File: src/rtl/core/lmss_pkg.sv
// Shared types and constants for the LED matrix scroll scanner.
package lmss_pkg;

    localparam int STORE_COLUMNS  = 32;
    localparam int MATRIX_COLUMNS = 8;
    localparam int STORE_ADDR_W   = $clog2(STORE_COLUMNS);
    localparam int COL_W          = $clog2(MATRIX_COLUMNS);
    localparam int DRIVE_W        = 8;
    localparam int CFG_DATA_W     = 16;
    localparam int CFG_IDX_W      = 2;

    localparam logic [15:0] DWELL_RESET  = 16'd2500;
    localparam logic [15:0] REPEAT_RESET = 16'd1;
    localparam logic [4:0]  WINDOW_RESET = 5'd25;

    typedef enum logic [1:0] {
        CMD_WRITE = 2'd0,
        CMD_TICK  = 2'd1,
        CMD_START = 2'd2,
        CMD_NOP   = 2'd3
    } t_cmd;

    typedef enum logic [CFG_IDX_W-1:0] {
        CFG_DWELL   = 2'd0,
        CFG_REPEAT  = 2'd1,
        CFG_SCROLL  = 2'd2,
        CFG_WINDOWS = 2'd3
    } t_cfg_idx;

    typedef struct packed {
        logic [15:0] dwell_ticks;
        logic [15:0] repeat_count;
        logic        scroll_mode;
        logic [4:0]  window_count;
    } t_cfg;

    typedef struct packed {
        logic [1:0] cmd;
        logic [4:0] column_addr;
        logic [7:0] column_bits;
    } t_in_item;

    typedef struct packed {
        logic [7:0] row_drive;
        logic [7:0] column_drive_n;
        logic       scanning;
        logic       scroll_done;
    } t_out_item;

    // Scan state as it stands after the item being accepted
    typedef struct packed {
        logic             run;
        logic             done;
        logic [COL_W-1:0] col;
        logic [4:0]       offset;
    } t_scan_view;

endpackage

File: src/rtl/core/lmss_scan_ctrl.sv
// Scan sequencer: dwell, column, frame and window counters.
module lmss_scan_ctrl (
    input  logic                 i_clk,
    input  logic                 i_rst_n,
    input  logic                 i_acc,
    input  lmss_pkg::t_cmd       i_cmd,
    input  lmss_pkg::t_cfg       i_cfg,
    output lmss_pkg::t_scan_view o_next
);
    import lmss_pkg::*;

    logic [COL_W-1:0] r_col,    n_col;
    logic [15:0]      r_dwell,  n_dwell;
    logic [15:0]      r_frames, n_frames;
    logic [4:0]       r_offset, n_offset;
    logic             r_run,    n_run;
    logic             r_done,   n_done;

    logic [16:0]      dwell_inc;
    logic [16:0]      frames_inc;
    logic [COL_W:0]   col_inc;
    logic [5:0]       offset_inc;
    logic [15:0]      dwell_limit;
    logic [4:0]       windows;

    always_comb begin
        n_col      = r_col;
        n_dwell    = r_dwell;
        n_frames   = r_frames;
        n_offset   = r_offset;
        n_run      = r_run;
        n_done     = r_done;
        dwell_inc  = {1'b0, r_dwell} + 17'd1;
        frames_inc = {1'b0, r_frames} + 17'd1;
        col_inc    = {1'b0, r_col} + (COL_W+1)'(1);
        offset_inc = {1'b0, r_offset} + 6'd1;
        dwell_limit = (i_cfg.dwell_ticks == 16'd0) ? 16'd1 : i_cfg.dwell_ticks;
        windows     = (i_cfg.window_count == 5'd0) ? 5'd1 : i_cfg.window_count;
        case (i_cmd)
            CMD_TICK: begin
                if (r_run) begin
                    if (dwell_inc < {1'b0, dwell_limit}) begin
                        n_dwell = dwell_inc[15:0];
                    end else begin
                        n_dwell = 16'd0;
                        if (col_inc >= (COL_W+1)'(MATRIX_COLUMNS)) begin
                            n_col = '0;
                            if (i_cfg.scroll_mode) begin
                                if (frames_inc >= {1'b0, i_cfg.repeat_count}) begin
                                    n_frames = 16'd0;
                                    n_offset = offset_inc[4:0];
                                    if (offset_inc >= {1'b0, windows}) begin
                                        n_run  = 1'b0;
                                        n_done = 1'b1;
                                    end
                                end else begin
                                    n_frames = frames_inc[15:0];
                                end
                            end
                        end else begin
                            n_col = col_inc[COL_W-1:0];
                        end
                    end
                end
            end
            CMD_START: begin
                n_col    = '0;
                n_dwell  = 16'd0;
                n_frames = 16'd0;
                n_offset = 5'd0;
                n_done   = 1'b0;
                n_run    = 1'b1;
                // zero repeat count in scroll mode ends the scroll right away
                if (i_cfg.scroll_mode && i_cfg.repeat_count == 16'd0) begin
                    n_run  = 1'b0;
                    n_done = 1'b1;
                end
            end
            default: begin
            end
        endcase
    end

    always_ff @(posedge i_clk) begin
        if (!i_rst_n) begin
            r_col    <= '0;
            r_dwell  <= 16'd0;
            r_frames <= 16'd0;
            r_offset <= 5'd0;
            r_run    <= 1'b0;
            r_done   <= 1'b0;
        end else if (i_acc) begin
            r_col    <= n_col;
            r_dwell  <= n_dwell;
            r_frames <= n_frames;
            r_offset <= n_offset;
            r_run    <= n_run;
            r_done   <= n_done;
        end
    end

    assign o_next = '{run: n_run, done: n_done, col: n_col, offset: n_offset};

    a_run_done_excl: assert property (@(posedge i_clk) disable iff (!i_rst_n)
        !(r_run && r_done))
        else $error("scan running and done at once");

    a_start_clears: assert property (@(posedge i_clk) disable iff (!i_rst_n)
        (i_acc && i_cmd == CMD_START) |=> (r_col == '0 && r_dwell == 16'd0))
        else $error("start did not rewind the scan");

    a_idle_tick: assert property (@(posedge i_clk) disable iff (!i_rst_n)
        (i_acc && i_cmd == CMD_TICK && !r_run) |=> $stable(r_dwell) && !r_run)
        else $error("tick changed a stopped scan");

endmodule

File: src/rtl/core/led_matrix_scroll_scanner_top.sv
// Top level of the LED matrix scroll scanner: pattern store and result pipeline.
//
// Usage: items enter on the i_in_* valid/ready channel. Each item is a pattern
// write, a time tick, a start or a no-op, and yields exactly one result on the
// o_out_* channel: row drive, active-low column drive, scanning and done flags
// as they stand after that item.
// Configuration registers (dwell, repeat count, scroll mode, window count) are
// written through i_cfg_we / i_cfg_idx / i_cfg_data, one per cycle, no wait.
// Each result passes through the read stage (the pattern store is read at the
// transfer edge) and then the output register, which loads once it has room.
// Throughput: one item per cycle while the receiver takes results, set by the
// single store read port and the counter update.
// Stalls: the output register and the read stage each hold one item; input
// stays ready while either has room or the receiver is taking the result.
// Reset (synchronous, active low) stops the scan, clears the done flag, loads
// the default configuration and marks every store column as zero through
// per-column valid bits, so no clearing pass is needed.
module led_matrix_scroll_scanner_top (
    input  logic                                  i_clk,
    input  logic                                  i_rst_n,
    input  logic                                  i_in_valid,
    output logic                                  o_in_ready,
    input  lmss_pkg::t_in_item                    i_in_data,
    output logic                                  o_out_valid,
    input  logic                                  i_out_ready,
    output lmss_pkg::t_out_item                   o_out_data,
    input  logic                                  i_cfg_we,
    input  logic [lmss_pkg::CFG_IDX_W-1:0]        i_cfg_idx,
    input  logic [lmss_pkg::CFG_DATA_W-1:0]       i_cfg_data
);
    import lmss_pkg::*;

    t_cfg        r_cfg;
    t_scan_view  scan_next;
    logic        acc;
    logic        wr;
    logic [STORE_ADDR_W-1:0] wr_addr;
    logic [STORE_ADDR_W-1:0] rd_slot;
    logic [5:0]  slot_sum;

    logic [7:0]  r_mem [STORE_COLUMNS];
    logic [STORE_COLUMNS-1:0] r_col_vld;
    logic [7:0]  r_rdata;

    // read stage
    logic        r_s1_valid;
    logic        r_s1_fwd;
    logic [7:0]  r_s1_fwd_data;
    logic        r_s1_entry_vld;
    t_scan_view  r_s1_view;
    logic        s1_move;
    t_out_item   s1_item;
    logic [7:0]  s1_byte;

    logic        r_out_valid;
    t_out_item   r_out_data;
    logic        out_load;

    // configuration
    always_ff @(posedge i_clk) begin
        if (!i_rst_n) begin
            r_cfg <= '{dwell_ticks: DWELL_RESET, repeat_count: REPEAT_RESET,
                       scroll_mode: 1'b0, window_count: WINDOW_RESET};
        end else if (i_cfg_we) begin
            case (t_cfg_idx'(i_cfg_idx))
                CFG_DWELL:   r_cfg.dwell_ticks  <= i_cfg_data;
                CFG_REPEAT:  r_cfg.repeat_count <= i_cfg_data;
                CFG_SCROLL:  r_cfg.scroll_mode  <= i_cfg_data[0];
                CFG_WINDOWS: r_cfg.window_count <= i_cfg_data[4:0];
                default: begin
                end
            endcase
        end
    end

    // handshake
    assign out_load   = !r_out_valid || i_out_ready;
    assign s1_move    = r_s1_valid && out_load;
    assign o_in_ready = !r_s1_valid || s1_move;
    assign acc        = i_in_valid && o_in_ready;

    lmss_scan_ctrl u_ctrl (
        .i_clk   (i_clk),
        .i_rst_n (i_rst_n),
        .i_acc   (acc),
        .i_cmd   (t_cmd'(i_in_data.cmd)),
        .i_cfg   (r_cfg),
        .o_next  (scan_next)
    );

    // store address after the item; store depth is a power of two
    assign slot_sum = {1'b0, scan_next.offset} + 6'(scan_next.col);
    assign rd_slot  = slot_sum[STORE_ADDR_W-1:0];
    assign wr_addr  = STORE_ADDR_W'(i_in_data.column_addr);
    assign wr       = acc && t_cmd'(i_in_data.cmd) == CMD_WRITE
                      && 32'(i_in_data.column_addr) < STORE_COLUMNS;

    always_ff @(posedge i_clk) begin
        if (wr) begin
            r_mem[wr_addr] <= i_in_data.column_bits;
        end
        if (acc) begin
            r_rdata <= r_mem[rd_slot];
        end
    end

    always_ff @(posedge i_clk) begin
        if (!i_rst_n) begin
            r_col_vld <= '0;
        end else if (wr) begin
            r_col_vld[wr_addr] <= 1'b1;
        end
    end

    always_ff @(posedge i_clk) begin
        if (!i_rst_n) begin
            r_s1_valid <= 1'b0;
        end else if (acc) begin
            r_s1_valid <= 1'b1;
        end else if (s1_move) begin
            r_s1_valid <= 1'b0;
        end
    end

    // the read sees old contents when the same column is written this cycle
    always_ff @(posedge i_clk) begin
        if (acc) begin
            r_s1_view      <= scan_next;
            r_s1_fwd       <= wr && wr_addr == rd_slot;
            r_s1_fwd_data  <= i_in_data.column_bits;
            r_s1_entry_vld <= r_col_vld[rd_slot];
        end
    end

    always_comb begin
        if (r_s1_fwd) begin
            s1_byte = r_s1_fwd_data;
        end else if (r_s1_entry_vld) begin
            s1_byte = r_rdata;
        end else begin
            s1_byte = 8'd0;
        end
        s1_item.row_drive   = r_s1_view.run ? s1_byte : 8'd0;
        s1_item.scanning    = r_s1_view.run;
        s1_item.scroll_done = r_s1_view.done;
        for (int b = 0; b < DRIVE_W; b++) begin
            s1_item.column_drive_n[b] = !(r_s1_view.run
                                          && 32'(r_s1_view.col) == b);
        end
    end

    always_ff @(posedge i_clk) begin
        if (!i_rst_n) begin
            r_out_valid <= 1'b0;
        end else if (out_load) begin
            r_out_valid <= r_s1_valid;
        end
    end

    always_ff @(posedge i_clk) begin
        if (s1_move) begin
            r_out_data <= s1_item;
        end
    end

    assign o_out_valid = r_out_valid;
    assign o_out_data  = r_out_data;

    a_one_column: assert property (@(posedge i_clk) disable iff (!i_rst_n)
        o_out_valid |-> $onehot0(~o_out_data.column_drive_n))
        else $error("more than one column driven");

    a_blank_idle: assert property (@(posedge i_clk) disable iff (!i_rst_n)
        (o_out_valid && !o_out_data.scanning) |->
        (o_out_data.row_drive == 8'd0 && o_out_data.column_drive_n == 8'hFF))
        else $error("display not blank while stopped");

    a_flags_excl: assert property (@(posedge i_clk) disable iff (!i_rst_n)
        o_out_valid |-> !(o_out_data.scanning && o_out_data.scroll_done))
        else $error("scanning and done both set");

    a_no_drop: assert property (@(posedge i_clk) disable iff (!i_rst_n)
        (r_s1_valid && !s1_move) |=> r_s1_valid)
        else $error("read stage lost an item");

endmodule
File: config.mk
export PLATFORM = sky130hd
export DESIGN_NAME = led_matrix_scroll_scanner_top
export DESIGN_NICKNAME = d
export VERILOG_FILES = /design/src/rtl/core/lmss_pkg.sv /design/src/rtl/core/lmss_scan_ctrl.sv /design/src/rtl/core/led_matrix_scroll_scanner_top.sv
export SDC_FILE = /design/constraint.sdc
export NUM_CORES = 1
export LEC_CHECK = 0
export BUFFER_PORTS_ARGS = -buffer_cell sky130_fd_sc_hd__clkbuf_2
export CAP_MARGIN = 40
export CORE_UTILIZATION = 30
export DETAILED_ROUTE_END_ITERATION = 8
export GPL_TIMING_DRIVEN = 1
export SKIP_LAST_GASP = 1
export SLEW_MARGIN = 10
export SYNTH_ARGS = -nofsm -noshare
export SYNTH_HDL_FRONTEND = slang
export SYNTH_HIERARCHICAL = 1
export SYNTH_SLANG_ARGS = --single-unit
File: constraint.sdc
create_clock -name i_clk -period 7.1 [get_ports i_clk]
set_clock_uncertainty 0.05 [all_clocks]
set_input_delay 0.355 -clock i_clk [delete_from_list [all_inputs] [get_ports i_clk]]
set_output_delay 0.355 -clock i_clk [all_outputs]
set_load 0.05 [all_outputs]
Word level (Yosys, flattened, before mapping)

Memory sizes are Yosys's and may differ from the RTL's. A register that Yosys moved wholly into a read port is not among the register bits.
Index checks and enable logic that the tools add are counted.

RAM bits: 256
Memories: 1
Logic and storage cells: 141
Register bits: 147
Output and inout bits: 20

Memories:

| name  | depth | width | read ports | clocked after Yosys merged registers in | wr ports | line                                | RTL |
|---|---|---|---|---|---|---|---|
| r_mem | 32    | 8     | 1          | 1                                       | 1        | led_matrix_scroll_scanner_top.sv:41 | `logic [7:0] r_mem [STORE_COLUMNS];` |

$lt $le $gt $ge: 7
Reduce and logical (&&, ||, !) cells: 40
$add $sub $neg: 5
Equality and inequality tests: 17
Bitwise gates (word level): 1
Mux-type cells: 47

Operators with widths:

| operator                                                             | number |
|---|---|
| 16-bit two-way mux                                                   | 8 |
| 16-bit case mux with 2 select lines                                  | 2 |
| 16-bit by 1-bit adder with 17-bit output, second input constant      | 2 |
| 16-bit logical NOT                                                   | 2 |
| 32-bit OR                                                            | 1 |
| 5-bit two-way mux                                                    | 6 |
| 1-bit two-way mux                                                    | 20 |
| 17-bit by 16-bit greater-or-equal comparator with 1-bit output       | 1 |
| 17-bit by 16-bit < comparator with 1-bit output                      | 1 |
| 8-bit two-way mux                                                    | 2 |
| 1-bit logical AND                                                    | 14 |
| 3-bit == test, second input constant                                 | 4 |
| 5-bit by 6-bit < comparator with 1-bit output, second input constant | 2 |
| 1-bit logical NOT                                                    | 10 |
| 5-bit case mux with 2 select lines                                   | 1 |
| 3-bit two-way mux                                                    | 3 |
| 2-bit AND reduction                                                  | 4 |
| 5-bit by 1-bit adder with 6-bit output, second input constant        | 1 |
| 2-bit == test, second input constant                                 | 3 |
| 3-bit by 2-bit == test with 1-bit output, second input constant      | 2 |
| 6-bit by 5-bit greater-or-equal comparator with 1-bit output         | 1 |
| 3-bit case mux with 2 select lines                                   | 1 |
| 6-bit AND reduction                                                  | 1 |
| 5-bit by 3-bit adder with 5-bit output                               | 1 |
| 17 further kinds                                                     | 24 |

Longest topological paths before layout

Word-level depth: 11
Mapped depth: 26
Depth with buffers taken out: 22

Modules after synthesis

The synthesis kept the hierarchy.

Modules (own cells, without submodules):

| module                        | cells each | sequential area each (um^2) | area each (um^2) | times used |
|---|---|---|---|---|
| led_matrix_scroll_scanner_top | 1,060      | 10,359.9                    | 14,911.8         | 1 |
| lmss_scan_ctrl                | 488        | 840.8                       | 3,803.6          | 1 |

Worst setup path before layout

Ideal clock, no wire load.

Kind: register to register
From: register u_ctrl.r_dwell[0]
To: register r_rdata[6], read port of r_mem (data pin)
Cell stages (with the launch flop): 25
Library setup time: 0.271 ns
Data required time: 6.779 ns
Arrival time: 4.909 ns
Slack: 1.870 ns
Buffers on the path: 3
Path through: dfxtp_1 ha_1 nand3_1 nor3_1 and3_1 xor2_1 ha_1 a21o_1 a21o_1 a211oi_1 o211a_2 a211oi_4 xnor2_1 nor2_1 ha_1 inv_1 fa_1 buf_4 clkbuf_1 buf_4 mux2i_1 nand3_1 and4_1 mux2i_1 mux2i_1

RTL lines:

| element                | line                                | RTL |
|---|---|---|
| start, declared        | lmss_scan_ctrl.sv:13                | `logic [15:0] r_dwell, n_dwell;` |
| start signal, assigned | lmss_scan_ctrl.sv:94                | `r_dwell <= n_dwell;` |
| end, declared          | led_matrix_scroll_scanner_top.sv:43 | `logic [7:0] r_rdata;` |

==> flow_summary_export.csv <==
group,metric,value,unit
clock_network,clock_latency,0.59,ns
final_layout,num-nets-final,1696,
logic_synthesis,synthXorXnorAreaFrac,2.34,%
clock_network,cts_sinks,411,
place,place.gp.congestion,0.809,
timing,max_freq,0.152,GHz
clock_network,post_cts_buffers,0,
logic_synthesis,netlist_area,18700,sq um
status,status,"completed",
timing,finalHoldViolCount,0,
routing,routed_wl,46.2,mm
timing,rsz0062_at_grt,"false",
floorplan,die_height,252,microns
routing,avgViaCountPerCell,5.07,
timing,finalSetupTns,0,ns
pwr,ir_worst_vdd,0.158,mV
clock_network,clkSlewWorstSetupHoldPaths,0.07,ns
logic_synthesis,synth_compound_area_share,13.4,%
place,dpl_worst_slack,0.327,ns
place,numPortBuffers,57,
logic_synthesis,async_flop_share,0,%
logic_synthesis,synthSimpleGateAreaFrac,14.7,%
floorplan,ios,58,
clock_network,cts-root-buf,"clkbuf_16",
setup_path,start_kind,"flop",
routing,met1_length,21.1,mm
grt,antenna_found_initial,7,
clock_network,cts_made_buffers,45,
clock_network,cts_tree,"built",
routing,top_layer,"met5",
logic_synthesis,synth_nets,1632,
place,place_hpwl,30.0,mm
timing,finalSetupViolations,0,
logic_synthesis,ys.flop_type,"edfxtp_1",
flow_run,maxCapViolations,0,
routing,met2_length,21.3,mm
logic_synthesis,synthAdderAreaFrac,3.12,%
routing,antenna_left,0,
timing,slew_viol_final,0,
setup_path,critPathSlowestCell,"fa_4",
floorplan,coreArea,61700,sq um
logic_synthesis,ys_seq_area_share,59.8,%
grt,grt_start_max_net_pins,84,
setup_path,slowest_delay,0.94,ns
timing,period_needed,6.58,ns
clock_network,clockBufferDepth,3,
setup_path,crit_chain,"nand4_1 -> nor2_1 -> and4_1 -> and3_1 -> nand3_1 -> xnor2_1 -> ha_1 -> and3_1 -> nand2_1 -> a31o_2 -> o211a_2 -> a211oi_4 -> xnor2_1 -> nor2_1 -> ha_2 -> inv_1 -> fa_4 -> buf_12 -> buf_4 -> nor2b_1 -> a2111oi_0 -> nor4_1 -> mux2i_1 -> mux2i_1",
grt,grt_first_pass_wirelength,72.2,mm
setup_path,critPathArrivalTime,6.85,ns
floorplan,die_area,63400,sq um
logic_synthesis,synth_edf_count,297,
grt,grt_pass1_vias,12400,
grt,grt-ovfl-total,0,
final_layout,area_growth_syn_to_layout,17.0,%
timing,worst_slack,0.522,ns
logic_synthesis,synth_top_family_by_area,"simple AND/OR/NAND/NOR gates",
logic_synthesis,synth-seq-cells,411,
logic_synthesis,ys_types,86,
routing,dr.pass1.iters,5,
timing,relSlewSlack,38.7,%
floorplan,start_util,30.3,%
worst_hold_path,min_path_type,"input pin to flop",
clock_network,cts_htree_levels,2,
logic_synthesis,yosys_warnings,6,
floorplan,die_w,252,microns
grt,grtUsageTotal,14.5,%
logic_synthesis,syn_avg_cell_area,12.1,sq um
final_layout,drive_gt1_share,13.6,%
setup_path,critPathRequiredTime,7.37,ns
timing,tightest_slew,0.920,ns
pwr,leakage,7.30,nW
pwr,power_density,241,nW/um^2
logic_synthesis,synthMuxAreaShare,2.95,%
setup_path,path_max_fanout,79,
setup_path,cp-end-kind,"flop",
routing,drcViolationCount,0,
timing,min_period_over_period,92.6,%
floorplan,placementRows,91,
logic_synthesis,syn_inst,1548,
setup_path,path_class,"flop to flop",
routing,vias,12600,
routing,drt-initial-drc-count,1131,
routing,wl_per_cell,18.6,microns
routing,wl_met3,2.81,mm
metal layers:
metal	up-vias	track usage [%]
met5	-	0
met4	10	3.81
met3	73	3.19
met2	298	23.2
met1	6224	19.7
li1	5992	-
flip-flops by register name (all words and copies together) (netlist names):
| signal | cells |
|---|---|
| r_mem | 256 |
| r_cfg | 38 |
| r_col_vld | 32 |
| o_out_data | 18 |
| u_ctrl/r_dwell | 16 |
| u_ctrl/r_frames | 16 |
| r_rdata | 8 |
| r_s1_fwd_data | 8 |
| r_s1_view | 5 |
| u_ctrl/r_offset | 5 |
| u_ctrl/r_col | 3 |
| o_out_valid | 1 |
| r_s1_entry_vld | 1 |
| r_s1_fwd | 1 |
| r_s1_valid | 1 |
| u_ctrl/r_done | 1 |
| u_ctrl/r_run | 1 |
worst max-delay path, delay by kind of cell (launching register included):
kind / cells / cell delay [ns]
AND/OR/NAND/NOR: 10 / 1.74
adder cells (fa/ha/maj): 3 / 1.43
AO/OA/AOI/OAI: 4 / 1.26
buffers and inverters: 3 / 0.66
multiplexers: 2 / 0.44
flip-flops: 1 / 0.43
XOR/XNOR: 2 / 0.27
kinds of logic after synthesis:
group                    after synthesis
multiplexers                          55
adder cells (fa/ha/maj)               46
AO/OA/AOI/OAI                        317
XOR/XNOR                              44
AND/OR/NAND/NOR                      510
flip-flops                           411
buffers and inverters                165
repair_timing:
item / CTS / global route
setup endpoints to repair: 0 / 2
hold buffers: 11 / 0
hold endpoints to repair: 17 / 0
resized for setup: 0 / 2
metrics by stage:
stage	util, %	cell area [sq um]	power [mW]	hold slack (ns)	std cells
detailed placement	32.7	20200	2.85	0.376	2391
CTS	35.5	21900	5.33	0.000927	2486
finish	35.5	21900	5.27	0.0396	2487
global placement	32.2	19900	2.85	0.387	2357
floorplan	-	18700	2.77	0.350	1548
global route	35.5	21900	5.44	0.0339	2487
synthesized netlist by cell type, drive strengths merged (16+ instances only):
cell type / instances / area, sq um
inv: 59 / 221
nor2: 73 / 274
a21boi: 27 / 203
o21a: 35 / 263
a21oi: 26 / 134
nand2: 113 / 424
nand3: 48 / 258
nor4: 41 / 257
dfxtp: 114 / 2280
buf: 28 / 161
xnor2: 23 / 228
nor2b: 148 / 926
a2111oi: 130 / 1160
xor2: 21 / 210
nand4: 16 / 100
ha: 45 / 563
o21ai: 17 / 88.8
a22oi: 16 / 120
edfxtp: 297 / 8920
clkbuf: 78 / 293
mux2i: 54 / 541
path summary, 6_finish.rpt:
check                                  startpoint             to  slack (ns)  cells past startpoint
worst max-delay path            u_ctrl/r_dwell[4]     r_rdata[5]        0.52                     24
worst min-delay path               i_cfg_data[14]      r_cfg[20]        0.04                      3
worst max register to register  u_ctrl/r_dwell[4]     r_rdata[5]        0.52                     24
worst min register to register       r_s1_view[8]  o_out_data[0]        0.39                      0
report_power, final:
| part | leakage [nW] | switching (mW) | internal, mW | total, mW |
|---|---|---|---|---|
| Combinational | 2.92 | 0.135 | 0.0579 | 0.193 |
| Sequential | 3.60 | 0.0169 | 2.60 | 2.61 |
| Clock | 0.782 | 0.978 | 1.48 | 2.46 |
area by class of cell:
cell class | count | area (sq um)
repair buffers | 123 | 928
fillers | 6050 | 39800
flip-flops and latches | 411 | 11200
clock buffers | 66 | 1360
inverters | 59 | 221
well taps | 837 | 1050
multi-input cells | 972 | 6890
diodes | 1 | 2.50
clock inverters | 18 | 244
cells in the final DEF, fill, tap and decap left out, drive strengths merged, types with 9 or more instances in the layout:
cell | netlist | routed
xnor2 | 23 | 23
clkbuf | 78 | 122
nor3 | 9 | 9
o21a | 35 | 35
dlygate4sd3 | 0 | 11
dfxtp | 114 | 114
nand3 | 48 | 48
nand4 | 16 | 16
nor2b | 148 | 148
a21boi | 27 | 27
a211oi | 9 | 9
buf | 28 | 56
a22oi | 16 | 16
nor2 | 73 | 73
mux2i | 54 | 54
nor4 | 41 | 41
a21oi | 26 | 26
and3 | 11 | 11
o21ai | 17 | 17
ha | 45 | 45
nand2 | 113 | 113
inv | 59 | 61
or3 | 9 | 9
clkinv | 0 | 10
a2111oi | 130 | 130
xor2 | 21 | 21
edfxtp | 297 | 297
a21o | 9 | 9
o22ai | 10 | 10
Note: power is estimated with default switching activity, not from simulation.
